===== src/rtl/podo_pkg.sv =====
// podo_pkg: shared types, constants and tables of the planar odometry integrator
// no dependencies; imported by podo_ctrl, podo_dp and the top level
`timescale 1ns / 1ps
`default_nettype none

package podo_pkg;

    localparam int POS_BITS_DEF     = 48;
    localparam int ANGLE_BITS_DEF   = 32;
    localparam int CORDIC_STEPS_DEF = 20;

    // counter and step index width, covers up to 32 cordic rotations
    localparam int IDX_W     = 5;
    localparam int DIV_STEPS = 3;

    localparam int CORD_W = 34;

    localparam longint CORDIC_INIT = 64'd652032874;
    localparam longint TURN_K      = 64'd183493156;
    localparam longint NS_HALF     = 64'd500000000;
    localparam int     SIDE_TO_MM  = 10;

    // divide by 1e9: drop the 2^9 factor, then multiply by ceil(2^67 / 5^9)
    // and keep bits from 67 up; exact for dividends below 2^55
    localparam int     DIV_PRE_SHIFT  = 9;
    localparam int     DIV_CHUNK      = 16;
    localparam int     DIV_POST_SHIFT = 35;
    localparam longint DIV_RECIP      = 64'd75557863725915;

    typedef struct packed {
        logic               func;
        logic signed [15:0] fwd_vel_mm_s;
        logic signed [15:0] side_vel_cm_s;
        logic signed [15:0] yaw_rate_mrad_s;
        logic [19:0]        elapsed_us;
    } in_item_t;

    typedef struct packed {
        logic signed [47:0] pos_x;
        logic signed [47:0] pos_y;
        logic [31:0]        heading;
        logic signed [15:0] quat_z;
        logic signed [15:0] quat_w;
        logic               saturated;
    } out_item_t;

    typedef enum logic [3:0] {
        OP_NONE,
        OP_LATCH,
        OP_CORD_LOAD_POS,
        OP_CORD_LOAD_QUAT,
        OP_CORD_STEP,
        OP_MUL1,
        OP_MUL2,
        OP_DIV,
        OP_ACC,
        OP_OUT
    } op_t;

    typedef struct packed {
        op_t              op;
        logic [IDX_W-1:0] idx;
    } cmd_t;

    // arctangent of 2^-i as a binary angle, 2^32 = one turn
    function automatic logic [31:0] atan_entry(input logic [IDX_W-1:0] i);
        logic [31:0] r;
        unique case (i)
            5'd0:    r = 32'h20000000;
            5'd1:    r = 32'h12E4051D;
            5'd2:    r = 32'h09FB385B;
            5'd3:    r = 32'h051111D4;
            5'd4:    r = 32'h028B0D43;
            5'd5:    r = 32'h0145D7E1;
            5'd6:    r = 32'h00A2F61E;
            5'd7:    r = 32'h00517C55;
            5'd8:    r = 32'h0028BE53;
            5'd9:    r = 32'h00145F2E;
            5'd10:   r = 32'h000A2F98;
            5'd11:   r = 32'h000517CC;
            5'd12:   r = 32'h00028BE6;
            5'd13:   r = 32'h000145F3;
            5'd14:   r = 32'h0000A2F9;
            5'd15:   r = 32'h0000517C;
            5'd16:   r = 32'h000028BE;
            5'd17:   r = 32'h0000145F;
            5'd18:   r = 32'h00000A2F;
            5'd19:   r = 32'h00000517;
            5'd20:   r = 32'h0000028B;
            5'd21:   r = 32'h00000145;
            5'd22:   r = 32'h000000A2;
            5'd23:   r = 32'h00000051;
            5'd24:   r = 32'h00000028;
            5'd25:   r = 32'h00000014;
            5'd26:   r = 32'h0000000A;
            5'd27:   r = 32'h00000005;
            5'd28:   r = 32'h00000002;
            5'd29:   r = 32'h00000001;
            default: r = 32'h00000000;
        endcase
        return r;
    endfunction

endpackage

`default_nettype wire


===== src/rtl/podo_ctrl.sv =====
// podo_ctrl: sequencer for the odometry integrator, drives the datapath by command
// depends on podo_pkg
`timescale 1ns / 1ps
`default_nettype none

module podo_ctrl
    import podo_pkg::*;
#(
    parameter int CORDIC_STEPS = CORDIC_STEPS_DEF
)
(
    input  wire logic clk,
    input  wire logic rst_n,
    input  wire logic in_valid,
    input  wire logic in_func,
    output logic      in_ready,
    output logic      out_valid,
    input  wire logic out_ready,
    output cmd_t      cmd
);

    typedef enum logic [8:0] {
        S_IDLE      = 9'b000000001,
        S_CORD_POS  = 9'b000000010,
        S_MUL1      = 9'b000000100,
        S_MUL2      = 9'b000001000,
        S_DIV       = 9'b000010000,
        S_ACC       = 9'b000100000,
        S_QLOAD     = 9'b001000000,
        S_CORD_QUAT = 9'b010000000,
        S_OUT       = 9'b100000000
    } state_t;

    localparam logic [IDX_W-1:0] CORD_LAST = IDX_W'(CORDIC_STEPS - 1);
    localparam logic [IDX_W-1:0] DIV_FIRST = IDX_W'(DIV_STEPS - 1);

    state_t           state_reg, state_next;
    logic [IDX_W-1:0] cnt_reg, cnt_next;
    logic             out_valid_reg, out_valid_next;
    logic             in_fire;
    logic             slot_free;

    assign in_ready  = (state_reg == S_IDLE);
    assign in_fire   = in_valid && in_ready;
    assign out_valid = out_valid_reg;
    assign slot_free = !out_valid_reg || out_ready;

    always_comb
    begin
        state_next     = state_reg;
        cnt_next       = cnt_reg;
        out_valid_next = out_valid_reg && !out_ready;
        cmd.op         = OP_NONE;
        cmd.idx        = cnt_reg;
        unique case (state_reg)
            S_IDLE:
            begin
                cnt_next = '0;
                if (in_fire)
                begin
                    if (in_func)
                    begin
                        cmd.op     = OP_CORD_LOAD_POS;
                        state_next = S_CORD_POS;
                    end
                    else
                    begin
                        cmd.op = OP_LATCH;
                    end
                end
            end
            S_CORD_POS:
            begin
                cmd.op   = OP_CORD_STEP;
                cnt_next = cnt_reg + 1'b1;
                if (cnt_reg == CORD_LAST)
                begin
                    cnt_next   = '0;
                    state_next = S_MUL1;
                end
            end
            S_MUL1:
            begin
                cmd.op     = OP_MUL1;
                state_next = S_MUL2;
            end
            S_MUL2:
            begin
                cmd.op     = OP_MUL2;
                cnt_next   = DIV_FIRST;
                state_next = S_DIV;
            end
            S_DIV:
            begin
                cmd.op   = OP_DIV;
                cnt_next = cnt_reg - 1'b1;
                if (cnt_reg == '0)
                begin
                    state_next = S_ACC;
                end
            end
            S_ACC:
            begin
                cmd.op     = OP_ACC;
                state_next = S_QLOAD;
            end
            S_QLOAD:
            begin
                cmd.op     = OP_CORD_LOAD_QUAT;
                cnt_next   = '0;
                state_next = S_CORD_QUAT;
            end
            S_CORD_QUAT:
            begin
                cmd.op   = OP_CORD_STEP;
                cnt_next = cnt_reg + 1'b1;
                if (cnt_reg == CORD_LAST)
                begin
                    cnt_next   = '0;
                    state_next = S_OUT;
                end
            end
            S_OUT:
            begin
                // wait until the previous result has been transferred
                if (slot_free)
                begin
                    cmd.op         = OP_OUT;
                    out_valid_next = 1'b1;
                    state_next     = S_IDLE;
                end
            end
            default:
            begin
                state_next = S_IDLE;
            end
        endcase
    end

    always_ff @(posedge clk or negedge rst_n)
    begin
        if (!rst_n)
        begin
            state_reg     <= S_IDLE;
            cnt_reg       <= '0;
            out_valid_reg <= 1'b0;
        end
        else
        begin
            state_reg     <= state_next;
            cnt_reg       <= cnt_next;
            out_valid_reg <= out_valid_next;
        end
    end

    a_tick_blocks_input: assert property (@(posedge clk) disable iff (!rst_n)
        in_fire && in_func |=> !in_ready)
        else $error("input still open after a tick transfer");

    a_out_into_free_slot: assert property (@(posedge clk) disable iff (!rst_n)
        (cmd.op == OP_OUT) |-> slot_free)
        else $error("result written over an untransferred result");

    a_out_raises_valid: assert property (@(posedge clk) disable iff (!rst_n)
        (cmd.op == OP_OUT) |=> out_valid)
        else $error("result written but not offered");

    a_cordic_index_range: assert property (@(posedge clk) disable iff (!rst_n)
        (cmd.op == OP_CORD_STEP) |-> (cnt_reg <= CORD_LAST))
        else $error("cordic step index out of range");

endmodule

`default_nettype wire


===== config.mk =====
export PLATFORM = sky130hd
export DESIGN_NAME = podo_ctrl
export DESIGN_NICKNAME = d
export VERILOG_FILES = /design/src/rtl/podo_pkg.sv /design/src/rtl/podo_ctrl.sv
export SDC_FILE = /design/constraint.sdc
export NUM_CORES = 1
export LEC_CHECK = 0
export BUFFER_PORTS_ARGS = -buffer_cell sky130_fd_sc_hd__buf_2
export CAP_MARGIN = 20
export CORE_MARGIN = 2
export CORE_UTILIZATION = 59
export CTS_CLUSTER_DIAMETER = 120
export DETAILED_ROUTE_END_ITERATION = 10
export PLACE_DENSITY = 0.84
export SLEW_MARGIN = 30
export SYNTH_ARGS = -nofsm -noshare
export SYNTH_HDL_FRONTEND = slang
export SYNTH_SLANG_ARGS = --single-unit

===== constraint.sdc =====
create_clock -name clk -period 5 [get_ports clk]
set_clock_uncertainty 0.1 [all_clocks]
set_input_delay 0.25 -clock clk [delete_from_list [all_inputs] [get_ports clk]]
set_output_delay 0.25 -clock clk [all_outputs]
set_load 0.02 [all_outputs]

==> qor.log, run 1 <==
[run_status] result of the run completed
[floorplan] core region area 0.00156 mm^2
[yosys] average size of a mapped cell 9.35 um^2
[yosys] #FFs+latches synth 15
[drt] iteration count of the initial detailed-routing pass 4
[sta] time the final worst path needs with I/O delays and setup 2.56 ns
[placed_design] HPWL after detailed placement 1.77 mm
[global_routing] Total Routing Usage GR 0.269
[yosys] count of different cell masters after synthesis 44
[critical_path] cell at the slowest stage of the critical path sky130_fd_sc_hd__or4_4
[drt] Routed wire per std cell 16.8 um
[sta] number of endpoints failing setup at the final stage 0
[drt] First DRT Iteration DRCs 41
[critical_path] highest net fanout along the worst path 6
[cts] clock network latency to the later pin of the worst-skew pair 0.29 ns
[floorplan] Core Rows 14
[critical_path] CP startpoint kind flop
[critical_path] worst reg2reg startpoint state_reg[1]
[critical_path] critical path capture point type output pin
[floorplan] height of the chip 45.4 um
[yosys] count of mapped cells out of synthesis 108
[placed_design] placer congestion estimate 0.922
[cts] total CTS buffers 3
[min_path] hold-critical path endpoint out_valid
[yosys] synth warn 0
[critical_path] slowest cell delay on critical path 0.57 ns
[drt] remaining antenna violation count after routing 0
[cts] root buffer cell sky130_fd_sc_hd__clkbuf_4
[critical_path] path depth of the worst reg2reg path 5
[finish] Post-layout nets 136
[sta] number of hold violations in the final report 0
[floorplan] starting density of the core 0.648
[cts] clock tree from TritonCTS yes
[power] PD cells 521 mW/mm^2
[floorplan] ports placed on the boundary 16
[yosys] proportion of synthesized chip area in sequential cells 0.373
[finish] fraction of final layout cells with drive strength greater than 1 0.244
[drt] DR vias 940
[min_path] critical hold path startpoint out_ready
[yosys] Netlist Area Pre-Place 0.00101 mm^2
[yosys] share of flip-flops with an asynchronous set or reset 1.00
[finish] footprint of the multi-input gates 603 um^2
[global_routing] number of antenna violations at the first check in global routing 0
[sta] unrepaired setup endpoints after global routing no
[sta] setup TNS 0 ns
[critical_path] Critical R2R Capture cnt_reg[3]
[critical_path] critical setup path kind reg -> out
[critical_path] required time of the critical path 4.65 ns
[cts] number of post-CTS setup repair buffers 0
[sta] headroom to the max-slew limit 0.674
[drt] average vias per placed instance 6.57
[cts] number of levels the H-tree was split into 1
[cts] CTS sink cnt 15
[floorplan] Die X 45.4 um
[critical_path] sequence of cells on the critical path or4_4 > or3_4 > nand2_1 > or2_2 > buf_2
[drt] number of remaining DRC errors 0
[yosys] syn nets 116
[finish] total non-filler cell area in the finished layout 0.00114 mm^2
[placed_design] I/O Buffers 15
[global_routing] number of global-route vias before repair 825
[drt] detailed-route wire length 2.41 mm
[placed_design] Area after DPL 0.00110 mm^2
[global_routing] residual overflow from global routing 0
[critical_path] internal reg-to-reg setup slack 2.66 ns
[sta] max-slew violation count 0
[sta] actual transition at the worst max-transition pin 0.485 ns
[global_routing] pin count of the biggest net entering global routing 16
[finish] layout overhead on the synthesized area 12.8%
[finish] number of fillers in the final layout 117
[power] Peak VDD IR 0.346 mV
[job] number of max-cap violations 0
[floorplan] Die Footprint 0.00206 mm^2
[min_path] hold path depth 3
[finish] Largest register FFs 9
[power] static power due to leakage 0.560 nW
[cts] clock transition at the registers of the reported paths 0.10 ns
[sta] period utilization 0.512
[finish] diode insertion count for antenna repair 0
[sta] maximum clock rate 0.391 GHz
[yosys] EDFF count, synth 0
[cts] clock buffer depth 2
[yosys] most used flip-flop cell after synthesis sky130_fd_sc_hd__dfrtp_1
[finish] core utilization of the finished layout 0.730
[finish] flip-flop and latch area 377 um^2
[critical_path] Buffers & Inverters on Critical Path 1
[global_routing] global-route wire length before repair 3.92 mm
[critical_path] cell family with the largest share of critical-path delay simple AND/OR/NAND/NOR gates
[critical_path] arrival time at the worst endpoint 2.21 ns
[min_path] type of the worst min-delay path in -> reg
## kinds of logic (layout without fill, tap and decap cells)
kind of cell | after synthesis | in the layout | share of synthesized area
buffers and inverters | 8 | 27 | 0.0297
AO/OA/AOI/OAI | 21 | 21 | 0.165
AND/OR/NAND/NOR | 55 | 55 | 0.336
adder cells (fa/ha/maj) | 3 | 3 | 0.0372
multiplexers | 3 | 3 | 0.0335
flip-flops | 15 | 15 | 0.373
XOR/XNOR | 3 | 3 | 0.0260
## area by class of cell
type | instances | area share
clock buffer | 3 | 0.0198
inverter | 7 | 0.0231
timing repair buffer | 16 | 0.0747
multi-input combinational | 85 | 0.530
clock inverter | 1 | 0.00440
tap | 16 | 0.0176
sequential | 15 | 0.331
## cell usage in the layout, fill, tap and decap left out, types with 2 or more instances in the layout
cell                       netlist  layout
sky130_fd_sc_hd__o21ai_0         6       6
sky130_fd_sc_hd__clkbuf_4        0       3
sky130_fd_sc_hd__dfrtp_1        14      14
sky130_fd_sc_hd__nand3_1        10      10
sky130_fd_sc_hd__ha_1            3       3
sky130_fd_sc_hd__inv_1           7       7
sky130_fd_sc_hd__buf_2           0      15
sky130_fd_sc_hd__a21oi_1         2       2
sky130_fd_sc_hd__nor4_2          2       2
sky130_fd_sc_hd__nor3_1          6       6
sky130_fd_sc_hd__nand2b_1        2       2
sky130_fd_sc_hd__xor2_1          2       2
sky130_fd_sc_hd__nand4b_1        2       2
sky130_fd_sc_hd__mux2_1          2       2
sky130_fd_sc_hd__nor2_1          8       8
sky130_fd_sc_hd__nor2b_1         2       2
sky130_fd_sc_hd__a311o_1         2       2
sky130_fd_sc_hd__nand2_1        10      10
## worst max path at each step
stage                 start      endpoint  slack (ns)  cells after the start
4_1_cts        state_reg[5]        cmd[7]        2.46                      5
3_3_place_gp   state_reg[5]  state_reg[1]        2.73                      5
3_5_place_dp   state_reg[1]  state_reg[1]        2.71                      5
5_1_grt        state_reg[1]        cmd[7]        2.36                      5
2_1_floorplan  state_reg[5]  state_reg[1]        2.80                      5
6_report       state_reg[5]        cmd[7]        2.44                      5
## repair_timing
action | in CTS | in global routing
resized for setup | 0 | 0
endpoints found under the hold margin | 14 | 0
hold buffers | 1 | 0
## cells in the mapped netlist (2+ instances only)
library cell | n | share of area
sky130_fd_sc_hd__a21oi_1 | 2 | 0.0099
sky130_fd_sc_hd__a311o_1 | 2 | 0.020
sky130_fd_sc_hd__dfrtp_1 | 14 | 0.35
sky130_fd_sc_hd__ha_1 | 3 | 0.037
sky130_fd_sc_hd__inv_1 | 7 | 0.026
sky130_fd_sc_hd__mux2_1 | 2 | 0.022
sky130_fd_sc_hd__nand2_1 | 10 | 0.037
sky130_fd_sc_hd__nand2b_1 | 2 | 0.012
sky130_fd_sc_hd__nand3_1 | 10 | 0.050
sky130_fd_sc_hd__nand4b_1 | 2 | 0.017
sky130_fd_sc_hd__nor2_1 | 8 | 0.030
sky130_fd_sc_hd__nor2b_1 | 2 | 0.012
sky130_fd_sc_hd__nor3_1 | 6 | 0.030
sky130_fd_sc_hd__nor4_2 | 2 | 0.025
sky130_fd_sc_hd__o21ai_0 | 6 | 0.030
sky130_fd_sc_hd__xor2_1 | 2 | 0.017
## routing by layer
metal,global-route usage,up-vias,routed length (um)
li1,-,440,-
met1,0.413,442,1020
met2,0.383,47,1130
met3,0.0357,11,168
met4,0.106,0,88
met5,0,-,0
## through the flow
stage          hold slack (ns)  instances  setup WS [ns]  total power [mW]
5_1_grt                  0.216        143           2.36             0.634
2_1_floorplan           -0.146        108           2.80             0.436
4_1_cts                  0.163        143           2.46             0.587
3_5_place_dp            0.0708        138           2.71             0.512
3_3_place_gp            0.0662        138           2.73             0.508
6_report                 0.167        143           2.44             0.593
## where the power goes
group | internal, mW | switching, mW | total (mW)
Sequential | 0.149 | 0.0383 | 0.187
Combinational | 0.142 | 0.193 | 0.335
Clock | 0.0298 | 0.0411 | 0.0709
## worst reg2reg max path: cells and delay by family (launching register included)
family / cells / cell delay [ns]
DFF: 1 / 0.47
and+or+nand+nor: 3 / 1.07
muxes: 1 / 0.30
AOI/OAI and AO/OA: 1 / 0.28
Note: power is estimated with default switching activity, not from simulation.
==> run 2: changes to the inputs <==
--- a/config.mk
+++ b/config.mk
@@ -8,10 +8,10 @@
 export BUFFER_PORTS_ARGS = -buffer_cell sky130_fd_sc_hd__buf_2
 export CAP_MARGIN = 20
 export CORE_MARGIN = 2
-export CORE_UTILIZATION = 59
+export CORE_UTILIZATION = 55
 export CTS_CLUSTER_DIAMETER = 120
 export DETAILED_ROUTE_END_ITERATION = 10
-export PLACE_DENSITY = 0.84
+export PLACE_DENSITY = 0.79
 export SLEW_MARGIN = 30
 export SYNTH_ARGS = -nofsm -noshare
 export SYNTH_HDL_FRONTEND = slang
==> constraint.sdc (replaced) <==
create_clock -name clk -period 2.7 [get_ports clk]
set_clock_uncertainty 0.1 [all_clocks]
set_input_delay 0.135 -clock clk [delete_from_list [all_inputs] [get_ports clk]]
set_output_delay 0.135 -clock clk [all_outputs]
set_load 0.02 [all_outputs]
==> run 2 against run 1 <==
  * Count of clock-buffer cells in the layout up 1
  * Wire length up 1.2%
  * Final area up 1.5%
  * Highest routed layer is now met3
==> qor.log, run 2 (synthesis results as in run 1) <==
[run_status] result of the run completed
[floorplan] Core Rows 15 [+1]
[critical_path] cell family with the largest share of critical-path delay simple AND/OR/NAND/NOR gates
[global_routing] Total Routing Usage GR 0.262 [-0.00766]
[sta] max-slew violation count 0 [unchanged]
[power] Switching Power 0.510 mW [+87%]
[critical_path] CP startpoint kind flop
[sta] time the final worst path needs with I/O delays and setup 2.46 ns
[drt] First DRT Iteration DRCs 52 [+27%]
[critical_path] Critical R2R Capture state_reg[1]
[critical_path] required time of the critical path 2.47 ns [-2.18 ns]
[global_routing] fraction of met2 tracks used by global routing 0.441 [+0.0582]
[critical_path] cell at the slowest stage of the critical path sky130_fd_sc_hd__or4_4
[power] Peak VDD IR 0.664 mV [+92%]
[min_path] hold path depth 3 [unchanged]
[critical_path] internal reg-to-reg setup slack 0.36 ns [-2.30 ns]
[floorplan] core region area 0.00173 mm^2 [+11%]
[critical_path] highest net fanout along the worst path 6 [unchanged]
[placed_design] placer congestion estimate 0.896 [-2.9%]
[global_routing] number of antenna violations at the first check in global routing 0 [unchanged]
[critical_path] worst reg2reg startpoint state_reg[5]
[global_routing] met1 layer usage reported by global route 0.342 [-0.0710]
[finish] number of standard cells in the final layout excluding fillers 153 [+7.0%]
[cts] total CTS buffers 3 [unchanged]
[min_path] critical hold path startpoint out_ready
[drt] number of remaining DRC errors 0 [unchanged]
[finish] footprint of the multi-input gates 603 um^2 [unchanged]
[floorplan] height of the chip 46.8 um [+3.3%]
[floorplan] ports placed on the boundary 16 [unchanged]
[global_routing] most used routing layer in global routing met2
[cts] clock transition at the registers of the reported paths 0.10 ns [about the same]
[finish] most common library cell in the layout ignoring fill and taps sky130_fd_sc_hd__buf_2
[floorplan] Die X 46.8 um [+3.3%]
[floorplan] starting density of the core 0.585 [-0.0629]
[cts] clock tree from TritonCTS yes
[sta] setup TNS 0 ns [unchanged]
[sta] number of hold violations in the final report 0 [unchanged]
[placed_design] I/O Buffers 15 [unchanged]
[global_routing] pin count of the biggest net entering global routing 16 [unchanged]
[sta] actual transition at the worst max-transition pin 0.490 ns [+0.00472 ns]
[sta] period utilization 0.913
[finish] most used cells in the layout excluding fill and tap cells 15 x sky130_fd_sc_hd__buf_2, 14 x sky130_fd_sc_hd__dfrtp_1, 10 x sky130_fd_sc_hd__nand2_1, 10 x sky130_fd_sc_hd__nand3_1, 8 x sky130_fd_sc_hd__nor2_1
[finish] layout overhead on the synthesized area 14.5%
[finish] flip-flop and latch area 377 um^2 [unchanged]
[finish] fraction of final layout cells with drive strength greater than 1 0.242 [-0.00191]
[drt] remaining antenna violation count after routing 0 [unchanged]
[cts] number of hold buffers added after CTS 1 [unchanged]
[drt] Routed wire per std cell 15.9 um [-5.4%]
[cts] clock buffer depth 2 [unchanged]
[drt] average vias per placed instance 6.01 [-8.5%]
[finish] Largest register FFs 9 [unchanged]
[critical_path] path depth of the worst reg2reg path 5 [unchanged]
[drt] DR vias 920 [-2.1%]
[min_path] type of the worst min-delay path in -> reg
[power] PD cells 957 mW/mm^2 [+84%]
[placed_design] cell count after placement 148 [+7.2%]
[sta] number of endpoints failing setup at the final stage 0 [unchanged]
[sta] maximum clock rate 0.406 GHz
[cts] clock network latency to the later pin of the worst-skew pair 0.29 ns [about the same]
[cts] number of levels the H-tree was split into 1 [unchanged]
[critical_path] Buffers & Inverters on Critical Path 1 [unchanged]
[power] design internal power 0.597 mW [+86%]
[cts] number of post-CTS setup repair buffers 0 [unchanged]
[sta] unrepaired setup endpoints after global routing no
[power] switching power as a share of total power 0.461 [+0.000836]
[power] proportion of power drawn by the clock network 0.115 [-0.005]
[finish] number of fillers in the final layout 156 [+33%]
[finish] Post-layout nets 137 [+0.74%]
[power] Flop pwr share 0.315 [about the same]
[sta] headroom to the max-slew limit 0.671 [-0.00317]
[cts] CTS sink cnt 15 [unchanged]
[critical_path] critical setup path kind reg -> out
[placed_design] HPWL after detailed placement 1.91 mm [+7.5%]
[min_path] hold-critical path endpoint out_valid
[critical_path] critical path capture point type output pin
[power] static power due to leakage 0.562 nW [+0.25%]
[cts] root buffer cell sky130_fd_sc_hd__clkbuf_4
[finish] diode insertion count for antenna repair 0 [unchanged]
[drt] detailed-route wire length 2.44 mm [+1.2%]
[drt] iteration count of the initial detailed-routing pass 4 [unchanged]
[global_routing] number of global-route vias before repair 865 [+4.8%]
[global_routing] residual overflow from global routing 0 [unchanged]
[cts] number of instances resized during post-cts repair 0 [unchanged]
[critical_path] slowest cell delay on critical path 0.58 ns [about the same]
[floorplan] Die Footprint 0.00219 mm^2 [+6.6%]
[global_routing] GR Layer Usage met3 0.0692 [+0.0335]
[global_routing] global-route wire length before repair 3.99 mm [+1.8%]
[job] number of max-cap violations 0 [unchanged]
[critical_path] sequence of cells on the critical path or4_4 > or3_4 > nand2_1 > or2_2 > buf_2
[power] share of total power in combinational logic 0.569 [+0.004]
[critical_path] arrival time at the worst endpoint 2.23 ns [+0.02 ns]
run 2: cell types whose count changed in the layout (fill, tap and decap cells not counted), sizes merged:
cell,previous run,this run
clkbuf,3,4
clkinv,1,0
buf,15,16
run 2: layout make-up:
type	count	area share
Clock buffer	4	0.0227
Tap cell	25	0.0271
Inverter	7	0.0227
Multi-Input combinational cell	85	0.522
Timing Repair Buffer	17	0.0801
Sequential cell	15	0.326
run 2: how the worst max path moves through the flow:
stage / slack [ns] / cells past startpoint / to / startpoint
2_1_floorplan: 0.50 / 5 / state_reg[1] / state_reg[5]
3_3_place_gp: 0.43 / 5 / state_reg[1] / state_reg[5]
3_5_place_dp: 0.40 / 5 / state_reg[1] / state_reg[5]
4_1_cts: 0.24 / 5 / cmd[7] / state_reg[5]
5_1_grt: 0.16 / 5 / cmd[7] / state_reg[5]
6_report: 0.24 / 5 / cmd[7] / state_reg[5]
run 2: worst register-to-register path, cell delays in order, from the launching register on:
cell and delay (ns):
sky130_fd_sc_hd__dfrtp_1 0.45, sky130_fd_sc_hd__or4_4 0.58, sky130_fd_sc_hd__or3_4 0.40, sky130_fd_sc_hd__a21bo_4 0.25, sky130_fd_sc_hd__nand4_4 0.09, sky130_fd_sc_hd__mux2_1 0.33
run 2: per-stage QoR:
step	hold slack (ns)	utilization	total power, mW	cell area, um^2	setup slack (ns)
after floorplan	-0.261	-	0.807	1010	0.504
after global placement	-0.0438	0.649	0.947	1120	0.430
after detailed placement	-0.0442	0.649	0.966	1120	0.403
after CTS	0.0379	0.670	1.10	1160	0.239
after global routing	0.0789	0.670	1.18	1160	0.160
final	0.0397	0.670	1.11	1160	0.235
run 2: per-layer routing:
metal | vias up | routed length (um)
li1 | 442 | -
met1 | 434 | 1030
met2 | 44 | 1230
met4 | 0 | 0
met5 | - | 0
met3 | 0 | 174
run 2: power groups by stage:
stage	combinational, mW	sequential (mW)	clock, mW
detailed placement	0.615	0.351	0
CTS	0.620	0.346	0.133
finish	0.630	0.349	0.128
global placement	0.602	0.345	0
global route	0.682	0.358	0.143
floorplan	0.453	0.354	0
